### src/hw/rtl/gcbl_pkg.sv
`timescale 1ns / 1ps

package gcbl_pkg;

    localparam int COORD_BITS_DEF      = 24;
    localparam int MAX_AXIS_CHUNKS_DEF = 16;

    localparam int IDX_W   = 12;
    localparam int CELL_W  = 4;
    localparam int TOTAL_W = 13;
    localparam int LIMIT_W = 5;
    localparam int APB_AW  = 5;
    localparam int APB_DW  = 32;

    typedef enum logic [2:0] {
        REG_MIN_X    = 3'd0,
        REG_MIN_Y    = 3'd1,
        REG_MIN_Z    = 3'd2,
        REG_MAX_X    = 3'd3,
        REG_MAX_Y    = 3'd4,
        REG_MAX_Z    = 3'd5,
        REG_CHUNK_SZ = 3'd6,
        REG_AXIS_LIM = 3'd7
    } t_reg_idx;

endpackage

### src/hw/rtl/gcbl_cfg.sv
`timescale 1ns / 1ps

module gcbl_cfg #(
    parameter int COORD_BITS = gcbl_pkg::COORD_BITS_DEF
) (
    input  logic                          i_clk,
    input  logic                          i_rst_n,
    input  logic                          psel,
    input  logic                          penable,
    input  logic                          pwrite,
    input  logic [gcbl_pkg::APB_AW-1:0]   paddr,
    input  logic [gcbl_pkg::APB_DW-1:0]   pwdata,
    output logic [gcbl_pkg::APB_DW-1:0]   prdata,
    output logic                          pready,
    output logic [COORD_BITS-1:0]         o_lo [3],
    output logic [COORD_BITS-1:0]         o_hi [3],
    output logic [COORD_BITS-1:0]         o_chunk_sz,
    output logic [gcbl_pkg::LIMIT_W-1:0]  o_axis_lim
);
    import gcbl_pkg::*;

    logic [COORD_BITS-1:0] r_lo [3];
    logic [COORD_BITS-1:0] r_hi [3];
    logic [COORD_BITS-1:0] r_chunk_sz;
    logic [LIMIT_W-1:0]    r_axis_lim;
    t_reg_idx              w_idx;
    logic                  w_wr;

    assign w_idx  = t_reg_idx'(paddr[APB_AW-1:2]);
    assign w_wr   = psel & penable & pwrite;
    assign pready = 1'b1;

    always_ff @(posedge i_clk) begin
        if (!i_rst_n) begin
            for (int a = 0; a < 3; a++) begin
                r_lo[a] <= '0;
                r_hi[a] <= '0;
            end
            r_chunk_sz <= '0;
            r_axis_lim <= LIMIT_W'(1);
        end else if (w_wr) begin
            case (w_idx)
                REG_MIN_X:    r_lo[0]    <= pwdata[COORD_BITS-1:0];
                REG_MIN_Y:    r_lo[1]    <= pwdata[COORD_BITS-1:0];
                REG_MIN_Z:    r_lo[2]    <= pwdata[COORD_BITS-1:0];
                REG_MAX_X:    r_hi[0]    <= pwdata[COORD_BITS-1:0];
                REG_MAX_Y:    r_hi[1]    <= pwdata[COORD_BITS-1:0];
                REG_MAX_Z:    r_hi[2]    <= pwdata[COORD_BITS-1:0];
                REG_CHUNK_SZ: r_chunk_sz <= pwdata[COORD_BITS-1:0];
                REG_AXIS_LIM: r_axis_lim <= pwdata[LIMIT_W-1:0];
                default: ;
            endcase
        end
    end

    always_comb begin
        prdata = '0;
        case (w_idx)
            REG_MIN_X:    prdata = APB_DW'(r_lo[0]);
            REG_MIN_Y:    prdata = APB_DW'(r_lo[1]);
            REG_MIN_Z:    prdata = APB_DW'(r_lo[2]);
            REG_MAX_X:    prdata = APB_DW'(r_hi[0]);
            REG_MAX_Y:    prdata = APB_DW'(r_hi[1]);
            REG_MAX_Z:    prdata = APB_DW'(r_hi[2]);
            REG_CHUNK_SZ: prdata = APB_DW'(r_chunk_sz);
            REG_AXIS_LIM: prdata = APB_DW'(r_axis_lim);
            default:      prdata = '0;
        endcase
    end

    assign o_lo       = r_lo;
    assign o_hi       = r_hi;
    assign o_chunk_sz = r_chunk_sz;
    assign o_axis_lim = r_axis_lim;

endmodule

### config.mk
export PLATFORM = sky130hd
export DESIGN_NAME = gcbl_cfg
export DESIGN_NICKNAME = d
export VERILOG_FILES = /design/src/hw/rtl/gcbl_pkg.sv /design/src/hw/rtl/gcbl_cfg.sv
export SDC_FILE = /design/constraint.sdc
export NUM_CORES = 1
export LEC_CHECK = 0
export BUFFER_PORTS_ARGS = -buffer_cell sky130_fd_sc_hd__buf_2
export CAP_MARGIN = 0
export CORE_MARGIN = 10
export CORE_UTILIZATION = 45
export DETAILED_ROUTE_END_ITERATION = 12
export GPL_ROUTABILITY_DRIVEN = 0
export GPL_TIMING_DRIVEN = 0
export PLACE_DENSITY = 0.83
export RECOVER_POWER = 50
export SYNTH_ARGS = -nofsm -noshare
export SYNTH_HDL_FRONTEND = slang
export SYNTH_SLANG_ARGS = --single-unit
### constraint.sdc
create_clock -name i_clk -period 1.7 [get_ports i_clk]
set_input_delay 0.085 -clock i_clk [delete_from_list [all_inputs] [get_ports i_clk]]
set_output_delay 0.085 -clock i_clk [all_outputs]
set_load 0.1 [all_outputs]
Word level (Yosys, flattened, before mapping)
Index checks and enable logic that the tools add are counted.

Register bits: 173. Output and inout port bits: 206. Word-level logic and storage cells: 27. Input port bits: 42.

Bitwise logic cells: 2. Equal/unequal tests: 7. Muxes and demuxes: 1. Reduce and logical (&&, ||, !) cells: 9.

Operators by type and width (number): one-hot mux 32 bit (8 select lines) (1); AND reduction 2 bit (8); == test 3 bit, second input constant (4); == test 3 x 2 -> 1 bit, second input constant (2); == test 3 x 1 -> 1 bit, second input constant (1); logical NOT 3 bit (1); bitwise AND 1 bit (2).

Longest topological paths before layout
Gate-level depths: netlist of run 1.

Depth after elaboration: 3. Depth in mapped cells: 8. Mapped depth without buffers: 4.

Worst setup path after synthesis of run 1
No wires, ideal clock.

Path type: register to output. Start point: register r_hi, in the netlist o_hi[62]. End point: output prdata[14] (netlist bit). Required time: 1615 ps. Slack: -1278 ps. Buffers on the path: 0. Stages on the path, launching flop included: 4. Arrival time: 2893 ps. Cells stage by stage: dfxtp_1 > mux2i_1 > a211o_1 > a21oi_1.

Word-level cells in the longest chain between the ends: 1.

RTL lines: start: declaration (line gcbl_cfg.sv:23) `logic [COORD_BITS-1:0] r_hi [3];`; one-hot mux 32 bit (8 select lines) (line gcbl_cfg.sv:58) `case (w_idx)`; end: declaration (line gcbl_cfg.sv:13) `output logic [gcbl_pkg::APB_DW-1:0] prdata,`.

Every way passes these cells. The select of a mux whose other input is x is not followed.

Worst setup path in the final report of run 1
Start point: register r_hi, in the netlist o_hi[1]. End point: output prdata[1] (netlist bit).

Same word-level chain as after synthesis.

==> results of run 1 <==
==> power by group <==
group	leakage, nW	total (mW)	switching [mW]	internal (mW)
logic	2.86	1.51	1.10	0.415
registers	1.49	4.06	0.0249	4.03
clock network	0.278	3.98	1.80	2.18
total	4.63	9.55	2.92	6.63
==> worst max-delay path, stage by stage (launching register included) <==
cell and delay, ps:
dfxtp_4 340, mux2_4 260, a22o_1 220, a221oi_2 320, nor2_4 80, buf_12 170
==> stage by stage <==
stage               setup TNS (ps)  instances
floorplan                   -103.4       1018
global placement             -8865       1468
detailed placement           -9624       1468
CTS                          -1068       1523
global route                 -3806       1523
finish                       -1877       1523
==> registers in the layout, indices dropped and copies added (netlist names) <==
name,count
o_hi,72
o_lo,72
o_chunk_sz,24
o_axis_lim,5
==> cells in the mapped netlist, types with 2 or more instances <==
cell      count  area, um2
a211o_1       4      35.03
a21boi_0     71      533.0
a21boi_1    101      758.2
a21oi_1      33      165.2
a221oi_1     10      87.58
a22o_1       16      140.1
a22oi_1       4      30.03
and2b_1       3      22.52
buf_1         2      7.510
buf_2        43      215.2
buf_4        19      142.6
buf_6         4      45.04
clkbuf_1     25      93.84
conb_1        2      7.510
dfxtp_1     173       3463
inv_1        12      45.04
mux2_2        5      56.30
mux2i_1      32      320.3
nand2_1     350       1314
nand2b_1      3      18.77
nor2_1       43      161.4
nor2_2        4      25.02
nor2b_1       7      43.79
nor3_4        2      32.53
o211ai_1      8      60.06
o21ai_0       5      25.02
o21bai_1      7      52.55
o221a_2       8      90.09
or2_1         5      31.28
or3_1         3      18.77
==> layer usage <==
layer,vias up,global-route usage (%),wire length (um)
met1,4100,33.99,13220
met2,589,44.44,16040
li1,3885,-,-
met5,-,0,0
met3,109,9.567,4442
met4,0,12.06,1469
==> what timing repair did <==
item | 4_1_cts | 5_1_grt
hold endpoints to repair | 148 | 0
hold buffers | 21 | 0
resized for setup | 97 | 25
setup endpoints to repair | 24 | 24
pin swaps | 13 | 14
setup buffers | 4 | 0
==> kinds of logic (layout without fill, tap and decap cells) <==
kind of cell    count (synthesis)  after routing
buf+inv                       106            382
compound gates                267            267
simple gates                  426            426
other cells                     2              9
flops                         173            173
mux                            37             37
==> path summary, 6_finish.rpt <==
check,endpoint,cells past startpoint
worst max-delay path,prdata[1],5
worst min-delay path,o_chunk_sz[0],3
worst max register to register,o_axis_lim[4],3
worst min register to register,o_hi[36],2
==> final cells by class <==
class	instances	area, um2
inverters	12	45.04
clock buffers	17	425.4
clock inverters	15	158.9
well taps	229	286.5
repair buffers	246	1582
plain buffers	92	553.0
fillers	1487	6594
flip-flops and latches	173	3764
multi-input cells	739	4433
==> impl_summary.txt, run 1 <==
----------------------------------------------------
[STA]
  Clock skew after layout ... 0 ps
  Normalized max-slew margin ... 50.15%
  Count of pins over their slew limit ... 0
  Min Clock Period, post-route ... 1914 ps
  Tightest hold margin ... 46.34 ps
  Count of endpoints failing setup in the final report ... 24
  Final cycle utilization of the critical path ... 112.6%
  Final Hold Fails ... 0
  F_max ... 522.6 MHz
  Setup repair after global routing missed its margin ... true
  Post-layout worst setup margin ... -213.6 ps
  Measured slew at the worst slew-check pin ... 747.7 ps

[Logic synthesis]
  Most instantiated flip-flop cell in the synthesis netlist ... dfxtp_1
  Combinational family with the most area after synthesis ... compound AO/OA/AOI/OAI gates
  Register area share after synthesis ... 42.62%
  Mapped Area ... 0.008125 mm2
  Distinct cells, synth ... 37
  Number of instances in the synthesized netlist ... 1011
  #FFs+latches synth ... 173
  Average instance area after synthesis ... 8.037 um2
  Post-synth EDFFs ... 0
  Synth Area in Adders ... 0%
  Ys async rst share ... 0%
  Number of warning messages in the yosys log ... 0
  Synthesized-area fraction occupied by and/or/nand/nor cells ... 21.37%
  Mux share of post-synthesis cell area ... 4.635%
  Xor and xnor area share after synthesis ... 0%
  Compound-Gate Fraction of Synth Area ... 24.33%

[Min path]
  Class of the worst hold path ... input pin to flop
  Worst Hold Launch ... pwdata[0]

[Critical path]
  R2r startpoint ... o_axis_lim[4]
  Kind of capture point of the worst setup path ... primary output
  Worst setup path startpoint ... o_hi[1]
  Arrival time worst endpoint ... 1830 ps
  Peak fanout along the critical path ... 3
  Crit path launch type ... flop
  Critical path type ... flop to primary output
  Setup slack of the worst register-to-register path ... 940 ps
  Required time at the worst-slack endpoint ... 1620 ps

[Power and ir drop]
  IR drop worst, VDD ... 0.0007502 V
  Power density cells ... 849.5 mW/mm2
  Total power of the final layout ... 9.554 mW
  Leak pwr ... 4.630 nW

[Outcome]
  Outcome ... complete, but fails checks
  Failing checks ... setup timing

[Cells and area]
  Share of layout cells above drive strength 1 ... 42.35%
  Commonest non-fill, non-tap cells in the layout ... 350 x nand2_1, 212 x buf_2, 138 x dfxtp_2
  Final-stage net count ... 1323
  Post-synthesis to final-layout area growth ... 38.42%
  Total non-filler cell area in the finished layout ... 0.01125 mm2
  Number of diodes added for antenna fixing ... 0
  Final core area utilization ... 63.04%
  Most common cell after layout, fill and taps aside ... nand2_1

[Global route]
  Number of global-route vias before repair ... 8680
  Remaining Overflow, GRT ... 0
  Largest net degree at the start of global routing ... 17
  Global routing usage summed across all routing layers ... 28.09%
  First-pass GRT wire length ... 52100 um
  Antenna violations before repair ... 0

[Die]
  Placement row count ... 49
  Core Box Area ... 0.01784 mm2
  Height of the chip ... 154.4 um
  Initial core utilization ... 45.54%
  DIE AREA ... 0.02383 mm2
  Chip Width ... 154.4 um
  # IOs ... 248

[Placement]
  Detailed Place HPWL ... 24300 um
  Standard cell area after detailed placement ... 0.01001 mm2
  Post-placement worst setup slack ... -645.9 ps
  Quantity of I/O buffers inserted on ports ... 221

[Clock tree]
  Clock network latency to the later pin of the worst-skew pair ... 430 ps
  TritonCTS clock tree ... done
  Number of clock sinks seen by CTS ... 173
  Deepest clock path buffer count ... 2
  Number of buffers inserted during clock tree synthesis ... 17
  Worst-path clk slew ... 70 ps
  Total number of H-tree levels ... 4
  Root buffer selected by CTS ... clkbuf_16

[Detailed routing]
  Avg WL per Cell ... 23.10 um
  Routed vias ... 8683
  DRC violations left ... 0
  Number of design-rule violations left by the first detailed-router iteration ... 897
  Wirelength, routed ... 35180 um
  Initial DRT Pass Iterations ... 6
  Post-DRT Antenna Nets ... 0
  Post-detailed-route via-to-cell ratio ... 5.701

[Run]
  Max-cap violations ... 0

----------------------------------------------------
(Power assumes the default switching activity.)
==> run 2, diff against run 1 <==
--- a/config.mk
+++ b/config.mk
@@ -14,6 +14,7 @@
 export GPL_TIMING_DRIVEN = 0
 export PLACE_DENSITY = 0.83
 export RECOVER_POWER = 50
+export SETUP_SLACK_MARGIN = 0.02
 export SYNTH_ARGS = -nofsm -noshare
 export SYNTH_HDL_FRONTEND = slang
 export SYNTH_SLANG_ARGS = --single-unit
==> run 2 against run 1 <==
  * The run still ends with setup timing left
  * Final cell count did not move
  * Clock-buffer cell count did not move
  * Die area did not move
  * Clock power barely moved
  * Clock skew did not move
  * Routed wire length fell by 0.19%
  * Largest cell class unchanged
==> impl_summary.txt, run 2 (synthesized netlist as in run 1, its figures left out) <==
----------------------------------------------------
[Clock tree]
  Number of buffers inserted during clock tree synthesis ... 17
  Worst-path clk slew ... 70 ps
  Root buffer selected by CTS ... clkbuf_16
  Total number of H-tree levels ... 4
  Deepest clock path buffer count ... 2
  TritonCTS clock tree ... done
  Number of clock sinks seen by CTS ... 173
  Clock network latency to the later pin of the worst-skew pair ... 430 ps

[Die]
  Initial core utilization ... 45.54%
  DIE AREA ... 0.02383 mm2
  Core Box Area ... 0.01784 mm2
  Placement row count ... 49
  # IOs ... 248
  Chip Width ... 154.4 um
  Height of the chip ... 154.4 um

[STA]
  F_max ... 523.5 MHz
  Measured slew at the worst slew-check pin ... 756.6 ps
  Setup repair after global routing missed its margin ... true
  Count of pins over their slew limit ... 0
  Post-layout worst setup margin ... -210.3 ps
  Min Clock Period, post-route ... 1910 ps
  Tightest hold margin ... 51.16 ps
  Final cycle utilization of the critical path ... 112.4%
  Final Hold Fails ... 0
  Count of endpoints failing setup in the final report ... 24
  Normalized max-slew margin ... 49.56%
  Clock skew after layout ... 0 ps

[Detailed routing]
  Post-DRT Antenna Nets ... 0
  Avg WL per Cell ... 23.05 um
  DRC violations left ... 0
  Post-detailed-route via-to-cell ratio ... 5.740
  Wirelength, routed ... 35110 um
  Number of design-rule violations left by the first detailed-router iteration ... 936
  Routed vias ... 8742
  Initial DRT Pass Iterations ... 5

[Global route]
  First-pass GRT wire length ... 52120 um
  Largest net degree at the start of global routing ... 17
  Remaining Overflow, GRT ... 0
  Antenna violations before repair ... 0
  Global routing usage summed across all routing layers ... 28.11%
  Number of global-route vias before repair ... 8708

[Cells and area]
  Final core area utilization ... 63.22%
  Total non-filler cell area in the finished layout ... 0.01128 mm2
  Post-synthesis to final-layout area growth ... 38.82%
  Final-stage net count ... 1323
  Commonest non-fill, non-tap cells in the layout ... 350 x nand2_1, 209 x buf_2, 138 x dfxtp_2
  Most common cell after layout, fill and taps aside ... nand2_1
  Share of layout cells above drive strength 1 ... 42.50%
  Number of diodes added for antenna fixing ... 0

[Critical path]
  Arrival time worst endpoint ... 1830 ps
  Critical path type ... flop to primary output
  Required time at the worst-slack endpoint ... 1620 ps
  CP max stage delay ... 340 ps
  Peak fanout along the critical path ... 3
  Critical path, cell by cell ... mux2_4 -> a22o_1 -> a221oi_2 -> nor2_4 -> buf_12
  Crit path launch type ... flop
  Kind of capture point of the worst setup path ... primary output
  Crit path max-delay cell type ... dfxtp_4

[Power and ir drop]
  Share of total power consumed by net switching ... 30.54%
  Internal power ... 6.638 mW
  Clock network fraction of design power ... 41.6%
  Power density cells ... 847.2 mW/mm2
  Net switching power ... 2.919 mW
  Portion of total power attributed to sequential cells ... 42.5%
  Proportion of power drawn by combinational gates ... 15.9%
  Leak pwr ... 4.634 nW
  IR drop worst, VDD ... 0.0007429 V

[Placement]
  Quantity of I/O buffers inserted on ports ... 221
  Standard cell area after detailed placement ... 0.01001 mm2
  Detailed Place HPWL ... 24300 um

[Run]
  Max-cap violations ... 0

[Outcome]
  Failing checks ... setup timing
  Outcome ... complete, but fails checks

[Min path]
  Class of the worst hold path ... input pin to flop

----------------------------------------------------
-- run 2: cell count changes in the layout (fill, tap and decap cells not counted), sizes merged --
cell,previous run,this run
clkbuf,66,69
buf,268,265
-- run 2: power groups by stage --
stage	Clock (mW)	Combinational, mW	Sequential, mW
after floorplan	0	0.775	4.36
after global placement	0	1.33	4.15
after detailed placement	0	1.34	4.15
after CTS	3.95	1.48	4.06
after global routing	4.14	1.56	4.06
final	3.98	1.52	4.06
-- run 2: critical path: cells and delay by family, from the launching register on --
| family | cells | cell delay [ps] |
|---|---|---|
| buffers and inverters | 1 | 170 |
| DFF | 1 | 340 |
| AOI/OAI and AO/OA | 2 | 540 |
| muxes | 1 | 260 |
| and+or+nand+nor | 1 | 80 |
-- run 2: routing by layer --
metal	up-vias	routed length (um)	GRT usage, %
li1	3900	-	-
met1	4152	13070	33.77
met2	589	16010	44.60
met3	101	4650	9.872
met4	0	1379	11.92
met5	-	0	0
-- run 2: timing repair --
action | 4_1_cts | 5_1_grt
resized for setup | 104 | 25
buffers inserted | 4 | 0
endpoints found under the setup margin | 24 | 24
hold endpoints to repair | 148 | 0
hold buffers | 21 | 0
pin swaps | 13 | 16
-- run 2: through the flow --
step / total power, mW / setup TNS, ps / setup WS (ps) / instances
finish: 9.556 / -1867 / -210.3 / 1523
global route: 9.757 / -3755 / -241.0 / 1523
CTS: 9.487 / -1068 / -233.0 / 1523
detailed placement: 5.485 / -9624 / -645.9 / 1468
global placement: 5.475 / -8865 / -610.4 / 1468
floorplan: 5.139 / -103.4 / -103.4 / 1018
-- run 2: cell type report --
| class | instances | area (um2) |
|---|---|---|
| inverters | 12 | 45.04 |
| multi-input cells | 739 | 4443 |
| repair buffers | 246 | 1600 |
| clock buffers | 17 | 425.4 |
| well taps | 229 | 286.5 |
| clock inverters | 15 | 158.9 |
| fillers | 1486 | 6561 |
| plain buffers | 92 | 556.8 |
| flip-flops and latches | 173 | 3764 |
-- run 2: path summary, 6_finish.rpt --
path	startpoint	end	slack [ps]	depth (start not counted)
min	pwdata[0]	o_chunk_sz[0]	50	3
max reg2reg	o_axis_lim[4]	o_axis_lim[4]	940	3
max	o_hi[1]	prdata[1]	-210	5
min reg2reg	o_hi[36]	o_hi[36]	460	2
==> run 3, diff against run 2 <==
--- a/config.mk
+++ b/config.mk
@@ -18,3 +18,4 @@
 export SYNTH_ARGS = -nofsm -noshare
 export SYNTH_HDL_FRONTEND = slang
 export SYNTH_SLANG_ARGS = --single-unit
+export TNS_END_PERCENT = 1
==> run 3 against run 2 <==
  * The flow still finishes with violations (setup timing)
  * Clock power rose by 15%
  * Sequential power rose by 1%
  * Critical path type unchanged
  * Routed wire length fell by 2.8%
  * Largest power group is now clock
  * Critical endpoint is now prdata[4]
  * Largest cell class unchanged
==> impl_summary.txt, run 3 (synthesized netlist as in run 1, its figures left out) <==
----------------------------------------------------
[Outcome]
  Outcome ... complete, but fails checks
  Failing checks ... setup timing

[Critical path]
  WP buf/inv ... 1
  Setup slack of the worst register-to-register path ... 970 ps
  Peak fanout along the critical path ... 3
  Kind of capture point of the worst setup path ... primary output
  Crit path launch type ... flop
  Required time at the worst-slack endpoint ... 1620 ps
  Worst path top cell family by delay ... compound AO/OA/AOI/OAI gates
  Critical path type ... flop to primary output
  Crit path max-delay cell type ... dfxtp_2
  Arrival time worst endpoint ... 1780 ps
  Critical path, cell by cell ... mux2_2 -> a22o_1 -> a221oi_2 -> nor2_4 -> buf_12
  CP max stage delay ... 330 ps

[Cells and area]
  Final-stage net count ... 1321
  Post-synthesis to final-layout area growth ... 37.27%
  Most common cell after layout, fill and taps aside ... nand2_1
  Share of layout cells above drive strength 1 ... 40.51%
  Number of diodes added for antenna fixing ... 0
  Commonest non-fill, non-tap cells in the layout ... 350 x nand2_1, 211 x buf_2, 158 x a21boi_0
  Total non-filler cell area in the finished layout ... 0.01115 mm2
  Final Non-Filler Cells ... 1520
  Fillcell total ... 1488

[Global route]
  Global routing usage summed across all routing layers ... 27.18%
  First-pass GRT wire length ... 50390 um
  Largest net degree at the start of global routing ... 17
  Number of global-route vias before repair ... 8474
  Antenna violations before repair ... 0
  Remaining Overflow, GRT ... 0

[Detailed routing]
  Highest routed layer ... met4
  Sum of met2 wire segment lengths after detailed routing ... 15690 um
  Routed vias ... 8671
  DRC violations left ... 0
  Post-detailed-route via-to-cell ratio ... 5.705
  Post-DRT Antenna Nets ... 0
  Wirelength, routed ... 34130 um
  Routed length on met1 ... 13290 um
  Number of design-rule violations left by the first detailed-router iteration ... 761
  Met3 wire length ... 3708 um
  Avg WL per Cell ... 22.45 um
  Initial DRT Pass Iterations ... 5

[Power and ir drop]
  IR drop worst, VDD ... 0.0007713 V
  Leak pwr ... 4.590 nW
  Power density cells ... 911.5 mW/mm2

[Min path]
  Class of the worst hold path ... input pin to flop

[STA]
  Setup repair after global routing missed its margin ... true
  Post-layout worst setup margin ... -162.1 ps
  Min Clock Period, post-route ... 1862 ps
  F_max ... 537.0 MHz
  Final cycle utilization of the critical path ... 109.5%
  Count of pins over their slew limit ... 0
  Clock skew after layout ... 0 ps
  Measured slew at the worst slew-check pin ... 749.5 ps
  Count of endpoints failing setup in the final report ... 15
  Normalized max-slew margin ... 50.04%
  Final Hold Fails ... 0

[Die]
  Core Box Area ... 0.01784 mm2
  # IOs ... 248
  DIE AREA ... 0.02383 mm2
  Placement row count ... 49
  Chip Width ... 154.4 um
  Height of the chip ... 154.4 um
  Initial core utilization ... 45.54%

[Clock tree]
  Number of buffers inserted during clock tree synthesis ... 17
  Worst-path clk slew ... 70 ps
  Number of clock sinks seen by CTS ... 173
  Root buffer selected by CTS ... clkbuf_16
  Deepest clock path buffer count ... 2
  Total number of H-tree levels ... 4
  TritonCTS clock tree ... done
  Clock network latency to the later pin of the worst-skew pair ... 440 ps

[Placement]
  Standard cell area after detailed placement ... 0.009893 mm2
  Detailed Place HPWL ... 24410 um
  Quantity of I/O buffers inserted on ports ... 221
  Placed cells ... 1468

[Run]
  Max-cap violations ... 0

----------------------------------------------------
==> run 3: cell type report <==
| cell class | instances | area, um2 | share of cell area [%] |
|---|---|---|---|
| Multi-Input combinational cell | 739 | 4405 | 39.50 |
| Clock buffer | 21 | 470.5 | 4.218 |
| Inverter | 12 | 45.04 | 0.4039 |
| Clock inverter | 10 | 210.2 | 1.885 |
| Buffer | 93 | 561.8 | 5.037 |
| Sequential cell | 173 | 3651 | 32.73 |
| Tap cell | 229 | 286.5 | 2.569 |
| Timing Repair Buffer | 243 | 1523 | 13.65 |
==> run 3: worst paths after layout <==
check                      from         to  cells past startpoint
setup / recovery  o_axis_lim[4]  prdata[4]                      5
hold / removal        pwdata[2]    o_lo[2]                      3
setup reg to reg        o_hi[3]    o_hi[3]                      2
hold reg to reg        o_hi[36]   o_hi[36]                      2
==> run 3: layer usage <==
layer / global-route usage [%] / vias up
li1: - / 3876
met3: 8.791 / 92
met4: 11.83 / 0
met1: 32.64 / 4164
met2: 43.54 / 539
met5: 0 / -
==> run 3: what timing repair did <==
item,CTS,global route
cloned,0,0
resized for setup,83,30
hold buffers,21,0
setup endpoints to repair,24,24
buffers inserted,1,0
pin swaps,7,7
hold endpoints to repair,145,0
==> run 3: tightest hold or removal path, delay by kind of cell <==
family	cells	cell delay, ps
AND/OR/NAND/NOR	1	100
buffers and inverters	1	210
AO/OA/AOI/OAI	1	60
==> run 3: power by group <==
part	internal, mW	switching [mW]	leakage [nW]
Combinational	0.400	1.09	2.79
Sequential	4.08	0.0238	1.47
Clock	2.87	1.70	0.329
==> run 3: metrics by stage <==
step | hold WS, ps | TNS [ps] | utilization, % | power (mW) | worst slack, ps
finish | 60.14 | -1119 | 62.51 | 10.17 | -162.1
CTS | 51.77 | -1645 | 62.05 | 10.11 | -174.5
detailed placement | 388.4 | -9388 | 55.45 | 5.529 | -590.9
global route | 98.46 | -2078 | 62.51 | 10.36 | -193.9
global placement | 384.0 | -9098 | 55.45 | 5.518 | -597.3
floorplan | 212.3 | -1554 | - | 5.186 | -103.4
